$ cat config.mk
export PLATFORM = sky130hd
export DESIGN_NAME = periodic_tick_rate_limiter
export DESIGN_NICKNAME = d
export VERILOG_FILES = /design/src/sv/ptrl_pkg.sv /design/src/sv/ptrl_serdiv.sv /design/src/sv/periodic_tick_rate_limiter.sv
export SDC_FILE = /design/constraint.sdc
export NUM_CORES = 1
export LEC_CHECK = 0
export ABC_AREA = 1
export ABC_CLOCK_PERIOD_IN_PS = 3960
export BUFFER_PORTS_ARGS = -buffer_cell sky130_fd_sc_hd__buf_2
export CELL_PAD_IN_SITES_DETAIL_PLACEMENT = 2
export CELL_PAD_IN_SITES_GLOBAL_PLACEMENT = 2
export CORE_MARGIN = 2
export CORE_UTILIZATION = 32
export CTS_CLUSTER_SIZE = 25
export DETAILED_ROUTE_END_ITERATION = 8
export GPL_TIMING_DRIVEN = 0
export PLACE_DENSITY_LB_ADDON = 0.08
export SYNTH_ARGS = -nofsm -noshare
export SYNTH_HDL_FRONTEND = slang
export SYNTH_SLANG_ARGS = --single-unit
$ cat constraint.sdc
create_clock -name clk -period 3.96 [get_ports clk]
set_input_delay 0 -clock clk [delete_from_list [all_inputs] [get_ports clk]]
set_output_delay 0 -clock clk [all_outputs]
set_load 0.02 [all_outputs]
$ cat src/sv/ptrl_pkg.sv
// Shared types and constants of the periodic tick rate limiter.
package ptrl_pkg;

  localparam int unsigned PERIOD_W = 32;
  localparam int unsigned DELTA_W  = 48;
  localparam int unsigned FRAC_BITS = 16;
  localparam int unsigned PROG_W   = FRAC_BITS + 1;
  localparam int unsigned CFG_IDX_W = 4;

  localparam logic [PERIOD_W-1:0] PERIOD_RESET = 32'd1000;
  localparam logic [PROG_W-1:0]   Q16_ONE      = 17'h10000;

  // Register indexes on the configuration channel
  localparam logic [CFG_IDX_W-1:0] CFG_PERIOD_TICKS = 4'd0;
  localparam logic [CFG_IDX_W-1:0] CFG_DELTA_MODE   = 4'd1;

  // Command to the serial divider
  typedef struct packed {
    logic start;  // load operands and run
    logic frac;   // 1: fraction pass (16 quotient bits), 0: modulo pass
  } ptrl_cmd_t;

endpackage

$ cat src/sv/ptrl_serdiv.sv
// Bit-serial restoring divider: modulo of a timestamp, or a Q0.16 fraction.
module ptrl_serdiv #(
  parameter int unsigned TIME_WIDTH = 48
) (
  input  logic                            clk,
  input  logic                            rst_n,
  input  ptrl_pkg::ptrl_cmd_t             cmd,
  input  logic [TIME_WIDTH-1:0]           dividend,
  input  logic [ptrl_pkg::PERIOD_W-1:0]   rem_init,
  input  logic [ptrl_pkg::PERIOD_W-1:0]   divisor,
  output logic                            done,
  output logic [ptrl_pkg::PERIOD_W-1:0]   rem,
  output logic [ptrl_pkg::FRAC_BITS-1:0]  quot
);

  localparam int unsigned CNT_W = $clog2(TIME_WIDTH + 1);
  localparam int unsigned PW    = ptrl_pkg::PERIOD_W;

  logic [CNT_W-1:0]                  cnt_r;
  logic                              done_r;
  logic [TIME_WIDTH-1:0]             div_r;
  logic [PW-1:0]                     rem_r;
  logic [ptrl_pkg::FRAC_BITS-1:0]    quot_r;

  logic [PW:0]   rem_sh;
  logic [PW:0]   rem_sub;
  logic          ge;
  logic [PW-1:0] rem_step;

  // one quotient bit per cycle
  always_comb begin
    rem_sh   = {rem_r, div_r[TIME_WIDTH-1]};
    rem_sub  = rem_sh - {1'b0, divisor};
    ge       = (rem_sh >= {1'b0, divisor});
    rem_step = ge ? rem_sub[PW-1:0] : rem_sh[PW-1:0];
  end

  always_ff @(posedge clk) begin
    if (!rst_n) begin
      cnt_r  <= '0;
      done_r <= 1'b0;
    end else if (cmd.start) begin
      cnt_r  <= cmd.frac ? CNT_W'(ptrl_pkg::FRAC_BITS) : CNT_W'(TIME_WIDTH);
      done_r <= 1'b0;
    end else if (cnt_r != '0) begin
      cnt_r  <= cnt_r - CNT_W'(1);
      done_r <= (cnt_r == CNT_W'(1));
    end else begin
      done_r <= 1'b0;
    end
  end

  always_ff @(posedge clk) begin
    if (cmd.start) begin
      div_r  <= cmd.frac ? '0 : dividend;
      rem_r  <= cmd.frac ? rem_init : '0;
      quot_r <= '0;
    end else if (cnt_r != '0) begin
      div_r  <= {div_r[TIME_WIDTH-2:0], 1'b0};
      rem_r  <= rem_step;
      quot_r <= {quot_r[ptrl_pkg::FRAC_BITS-2:0], ge};
    end
  end

  assign done = done_r;
  assign rem  = rem_r;
  assign quot = quot_r;

endmodule

$ cat src/sv/periodic_tick_rate_limiter.sv
// Top level of the periodic tick rate limiter.
// Usage: each transfer on the in_ channel is a poll carrying the current
// free-running timestamp (in_now_time, wraps at 2^TIME_WIDTH). Every poll
// yields exactly one transfer on the out_ channel: out_fired, the last
// reported delta (out_delta_ticks, held between signals) and the cycle
// progress after the poll in Q1.16 (out_progress_q16).
// The cfg_ channel writes period_ticks (index 0, zero reads as 1) and
// delta_mode (index 1); cfg_ready is always high. Write only while idle.
// Each poll passes through a compare step, the fraction steps of the serial
// divider, a step to take the quotient and a load of the output register;
// when a perfect-delta signal fires, the phase remainder is first taken
// bit-serially (modulo steps plus a handoff to the fraction pass).
// Polls are taken one at a time; the single serial divider sets the rate.
// A new poll is taken while a finished result waits in the output register;
// a stalled receiver holds the result and, once the next poll is done,
// holds that poll's completion until the output register frees.
// Reset (synchronous, rst_n low) clears the signal stamp and delta to zero
// and restores period 1000, actual-delta mode.
module periodic_tick_rate_limiter #(
  parameter int unsigned TIME_WIDTH = 48
) (
  input  logic                              clk,
  input  logic                              rst_n,
  // poll channel
  input  logic                              in_valid,
  output logic                              in_ready,
  input  logic [TIME_WIDTH-1:0]             in_now_time,
  // result channel
  output logic                              out_valid,
  input  logic                              out_ready,
  output logic                              out_fired,
  output logic [ptrl_pkg::DELTA_W-1:0]      out_delta_ticks,
  output logic [ptrl_pkg::PROG_W-1:0]       out_progress_q16,
  // configuration channel
  input  logic                              cfg_valid,
  output logic                              cfg_ready,
  input  logic [ptrl_pkg::CFG_IDX_W-1:0]    cfg_index,
  input  logic [ptrl_pkg::PERIOD_W-1:0]     cfg_wdata
);

  localparam int unsigned PW    = ptrl_pkg::PERIOD_W;
  localparam int unsigned DW    = ptrl_pkg::DELTA_W;
  localparam int unsigned CMP_W = (TIME_WIDTH > PW) ? TIME_WIDTH : PW;

  typedef enum logic [2:0] {
    S_IDLE,
    S_EVAL,
    S_MOD,
    S_FRAC,
    S_OUT
  } state_t;

  state_t state_r;

  // configuration
  logic [PW-1:0] period_r;
  logic          mode_r;

  // block state
  logic [TIME_WIDTH-1:0] stamp_r;
  logic [DW-1:0]         delta_r;
  logic                  fired_r;
  logic [TIME_WIDTH-1:0] now_r;
  logic [ptrl_pkg::FRAC_BITS-1:0] prog_r;

  // result register
  logic                         out_valid_r;
  logic                         out_fired_r;
  logic [DW-1:0]                out_delta_r;
  logic [ptrl_pkg::PROG_W-1:0]  out_prog_r;

  // evaluation
  logic [PW-1:0]          period_eff;
  logic [TIME_WIDTH-1:0]  elapsed;
  logic                   fire;
  logic                   in_xfer;
  logic                   out_free;

  // divider interface
  ptrl_pkg::ptrl_cmd_t             div_cmd;
  logic [PW-1:0]                   div_rem_init;
  logic                            div_done;
  logic [PW-1:0]                   div_rem;
  logic [ptrl_pkg::FRAC_BITS-1:0]  div_quot;

  assign in_ready  = (state_r == S_IDLE);
  assign in_xfer   = in_valid && in_ready;
  assign cfg_ready = 1'b1;
  assign out_free  = !out_valid_r || out_ready;

  always_comb begin
    period_eff = (period_r == '0) ? PW'(1) : period_r;
    elapsed    = now_r - stamp_r;
    fire       = (CMP_W'(elapsed) >= CMP_W'(period_eff));

    div_cmd      = '0;
    div_rem_init = '0;
    case (state_r)
      S_EVAL: begin
        // perfect-delta signal needs elapsed mod period first
        div_cmd.start = 1'b1;
        div_cmd.frac  = !(fire && mode_r);
        // no signal: elapsed is below the period, so it fits
        // actual-delta signal: stamp moves to now, elapsed after is zero
        div_rem_init  = fire ? '0 : PW'(elapsed);
      end
      S_MOD: begin
        if (div_done) begin
          div_cmd.start = 1'b1;
          div_cmd.frac  = 1'b1;
          div_rem_init  = div_rem;  // elapsed after the step is the remainder
        end
      end
      default: begin
      end
    endcase
  end

  ptrl_serdiv #(
    .TIME_WIDTH (TIME_WIDTH)
  ) u_div (
    .clk      (clk),
    .rst_n    (rst_n),
    .cmd      (div_cmd),
    .dividend (elapsed),
    .rem_init (div_rem_init),
    .divisor  (period_eff),
    .done     (div_done),
    .rem      (div_rem),
    .quot     (div_quot)
  );

  // sequencer, state and result register
  always_ff @(posedge clk) begin
    if (!rst_n) begin
      state_r     <= S_IDLE;
      period_r    <= ptrl_pkg::PERIOD_RESET;
      mode_r      <= 1'b0;
      stamp_r     <= '0;
      delta_r     <= '0;
      out_valid_r <= 1'b0;
    end else begin
      if (cfg_valid && cfg_ready) begin
        case (cfg_index)
          ptrl_pkg::CFG_PERIOD_TICKS: period_r <= cfg_wdata;
          ptrl_pkg::CFG_DELTA_MODE:   mode_r   <= cfg_wdata[0];
          default: begin
          end
        endcase
      end

      // in S_OUT a new result takes the register's place instead
      if (out_valid_r && out_ready && state_r != S_OUT) begin
        out_valid_r <= 1'b0;
      end

      case (state_r)
        S_IDLE: begin
          if (in_xfer) begin
            state_r <= S_EVAL;
          end
        end
        S_EVAL: begin
          fired_r <= fire;
          if (fire && mode_r) begin
            delta_r <= DW'(period_eff);
            state_r <= S_MOD;
          end else begin
            if (fire) begin
              delta_r <= DW'(elapsed);
              stamp_r <= now_r;
            end
            state_r <= S_FRAC;
          end
        end
        S_MOD: begin
          if (div_done) begin
            stamp_r <= now_r - TIME_WIDTH'(div_rem);
            state_r <= S_FRAC;
          end
        end
        S_FRAC: begin
          if (div_done) begin
            prog_r  <= div_quot;
            state_r <= S_OUT;
          end
        end
        S_OUT: begin
          if (out_free) begin
            out_valid_r <= 1'b1;
            out_fired_r <= fired_r;
            out_delta_r <= delta_r;
            out_prog_r  <= {1'b0, prog_r};
            state_r     <= S_IDLE;
          end
        end
        default: begin
          state_r <= S_IDLE;
        end
      endcase
    end
  end

  // poll timestamp capture
  always_ff @(posedge clk) begin
    if (in_xfer) begin
      now_r <= in_now_time;
    end
  end

  assign out_valid        = out_valid_r;
  assign out_fired        = out_fired_r;
  assign out_delta_ticks  = out_delta_r;
  assign out_progress_q16 = out_prog_r;

  // divider finishes only while the sequencer waits on it
  a_done_in_wait: assert property (@(posedge clk) disable iff (!rst_n)
    div_done |-> (state_r == S_MOD || state_r == S_FRAC))
    else $error("divider done outside a wait state");

  // an accepted poll goes straight to evaluation
  a_accept_eval: assert property (@(posedge clk) disable iff (!rst_n)
    in_xfer |=> (state_r == S_EVAL))
    else $error("accepted poll not evaluated");

  // progress stays at or below 1.0
  a_prog_range: assert property (@(posedge clk) disable iff (!rst_n)
    out_valid |-> (out_progress_q16 <= ptrl_pkg::Q16_ONE))
    else $error("progress above 1.0");

  // phase remainder is always below the period
  a_rem_below: assert property (@(posedge clk) disable iff (!rst_n)
    (state_r == S_MOD && div_done) |-> (div_rem < period_eff))
    else $error("modulo remainder not below period");

endmodule
==> qor.txt <==
Clk_lat worst skew: 0.62 ns
Layout cell share with drive strength beyond 1: 0.211
Xor-xnor portion of the synthesized cell area: 0.0327
Worst path slowest cell: edfxtp_1
Via count: 22.6k
Largest family of logic cells by synthesized area: simple AND/OR/NAND/NOR gates
Fillers: 7,809
Via/cell ratio: 5.06
Mean routed wirelength per cell: 23.1 um
Mux cell area share after synthesis: 0
CTS tree: yes
Top layer in use: met4
Crit path top cell by count: nand2_1
Worst VDD drop: 0.000433 V
Max-cap check violation count: 0
TNS Setup: -78.84 ns
Starting DRT DRC Count: 867
Failing checks: negative setup slack
Area after DPL: 24,800 um2
Tmin final: 4.53 ns
Routed wl met3: 2.43 mm
Pin count of the biggest net entering global routing: 40
Detailed Place HPWL: 76.8 mm
Synth Area in Simple Gates: 0.236
Status: complete, but fails checks
Clock skew: 0.0419 ns
Die area: 73,300 um2
Crit Path Category: register to register
Flops & latches, synth: 366
Fin worst setup slack: -0.566 ns
Met1 wire length: 44.0 mm
Seq/Total Area, Yosys: 0.414
Core Region: 70,300 um2
Least-Margin Pin Slew: 1.43 ns
Worst path bufs/invs: 7
GP Congestion: 0.880
Bufs on Longest Clock Path: 3
Worst Path Arrival: 5.01 ns
Gr usage total: 0.277
Worst hold path class: input pin to register
Ports: 158
Final Hold Viols: 0
Multi-input logic area: 13,300 um2
RSZ-0062 raised after global routing: true
CP Capture Type: register
Post-Syn Instances: 3,067
Fin util: 0.444
Reg area: 9430 um2
Starting Density: 0.324
Antenna violations before repair: 4
Fin crit share: 1.14
Final instance area: 31,200 um2
Number of global-route vias before repair: 25.4k
Synth unique cells: 49
H-Tree Depth: 2
Clk slew on worst S/H paths: 0.06 ns
CTS Sinks: 366
Largest area contributor in the netlist: edfxtp_1
Post-Route WL: 103 mm
Die X: 271 um
Number of synthesized flops with an enable pin: 210
Max frequency: 221 MHz
Routed Antenna Nets: 0
Remaining DRCs: 0
Initial DRT Pass Iterations: 5
Synth Net Count: 3,304
Final setup fails: 178
Worst EP required: 4.45 ns
LEAKAGE: 0.0136 uW
Top cell type's share of synthesized area: 0.277
Async SR Flop Fraction: 0
Final Net Count: 3,731
First-pass GRT wire length: 154 mm
Slew margin rel.: 0.0483
Compound-Gate Fraction of Synth Area: 0.137
PD cells: 894 nW/um2
Pre-CTS WS: -2.48 ns
Wire length on met2: 53.2 mm
Worst hold slack: 0.105 ns
Worst-path fanout max: 6
Critical path's top delay family: simple AND/OR/NAND/NOR gates
Synth area leaders: edfxtp_1 28%, dfxtp_1 14%, nand2_1 13%, ha_1 8.0%, inv_1 7.9%
CP max stage delay: 0.40 ns
Post-Synth Adder-Cell Area: 0.0823
Clock Tree Root: clkbuf_16
Avg Inst Size Synth: 7.43 um2
Die Height: 271 um
Row count: 97
Area Overhead vs Synth: 36.8%
Worst setup SP type: register
Netlist Area Pre-Place: 22,800 um2
Gr ovfl total: 0
Synth warnings: 0
Input/output buffers: 155
Top FF cell, synth: edfxtp_1
Fin. max-slew vios: 0
TritonCTS Buffers: 45
layout make-up:
class                      instances  share of cell area
antenna                            2            0.000161
buffer                            81              0.0224
clock buffer                      63              0.0407
clock inverter                    21             0.00996
inverter                         491              0.0602
multi-input combinational       2127               0.425
sequential                       366               0.303
tap                              940              0.0377
timing repair buffer             381               0.101
timing repair inverter             1            0.000281
sequential cells by signal, summed over array words and instances (netlist names), 16 cells and up:
signal            count
u_div.quot           16
u_div.div_r          48
delta_r              48
now_r                48
period_r             32
out_delta_ticks      48
prog_r               16
out_progress_q16     16
u_div.rem            32
stamp_r              48
routing by layer:
layer | up-vias | global-route usage
met4 | 0 | 0.100
met3 | 167 | 0.0271
met1 | 11200 | 0.334
met5 | - | 0
met2 | 354 | 0.507
li1 | 10900 | -
metrics by stage:
stage	power [uW]	instances
detailed placement	19100	4166
global route	29900	4473
finish	27900	4473
global placement	18500	4162
floorplan	14300	3067
CTS	26900	4455
kinds of logic (layout without fill, tap and decap cells):
family,after synthesis,in the layout
AO/OA/AOI/OAI,576,576
XOR/XNOR,85,85
adder cells (fa/ha/maj),148,148
buffers and inverters,574,1038
flip-flops,366,366
other,2,4
AND/OR/NAND/NOR,1316,1316
Yosys cell counts, types with 6 or more instances:
library cell and count:
xnor2_1 28, nor2_1 313, inv_1 481, o21a_1 9, dfxtp_1 156, nand2_1 770
a31oi_1 44, nand4_1 27, ha_1 145, xor2_1 57, a21oi_1 202, o21bai_1 7
nor2_2 8, o21ai_0 232, buf_1 9, nor3_1 30, clkbuf_1 53, buf_2 11
o211ai_1 6, edfxtp_1 210, o21ai_1 18, nor4_1 16, buf_4 6, o22ai_1 34
nand3_1 119, nand3b_1 10, or2_2 9, nand2_2 6, inv_2 8
power by group:
part	switching (uW)	internal, uW	leakage (uW)	total [uW]
clock	1830	2600	0.000766	4430
combinational	11100	6200	0.00952	17300
sequential	756	5390	0.00334	6150
repair_timing:
item	4_1_cts	5_1_grt
hold buffers	88	0
pin swaps	62	42
resized for setup	502	123
hold endpoints to repair	103	0
cloned	13	3
endpoints found under the setup margin	180	179
setup buffers	104	18
final timing paths:
check	from	endpoint	slack, ns	depth (start not counted)
worst max register to register	now_r[0]	stamp_r[47]	-0.57	33
worst min register to register	prog_r[0]	out_progress_q16[0]	0.42	0
worst max-delay path	now_r[0]	stamp_r[47]	-0.57	33
worst min-delay path	cfg_index[0]	period_r[8]	0.11	4
cell usage in the layout, fill, tap and decap left out, drive strengths merged, types with 2 or more instances in the layout:
cell type / n
inv: 491
a21o: 5
diode: 2
a31o: 4
o21a: 9
xnor2: 28
buf: 320
nor4: 16
a31oi: 44
bufinv: 5
nand2: 778
nor3: 33
nand3b: 10
o21ai: 250
dfxtp: 156
clkbuf: 116
xor2: 57
a21oi: 203
o211ai: 6
edfxtp: 210
dlygate4sd3: 88
nor2: 321
nand4: 27
ha: 145
o21bai: 7
nand3: 122
conb: 2
a21boi: 5
clkinv: 14
a221oi: 2
fa: 3
clkinvlp: 3
o22ai: 34
or2: 9
tightest hold or removal path, cell delays in order:
cell,delay [ns]
buf_2,0.09
nor3_1,0.14
clkbuf_1,0.26
o21ai_0,0.19
Power figures use the tool's default switching activity.
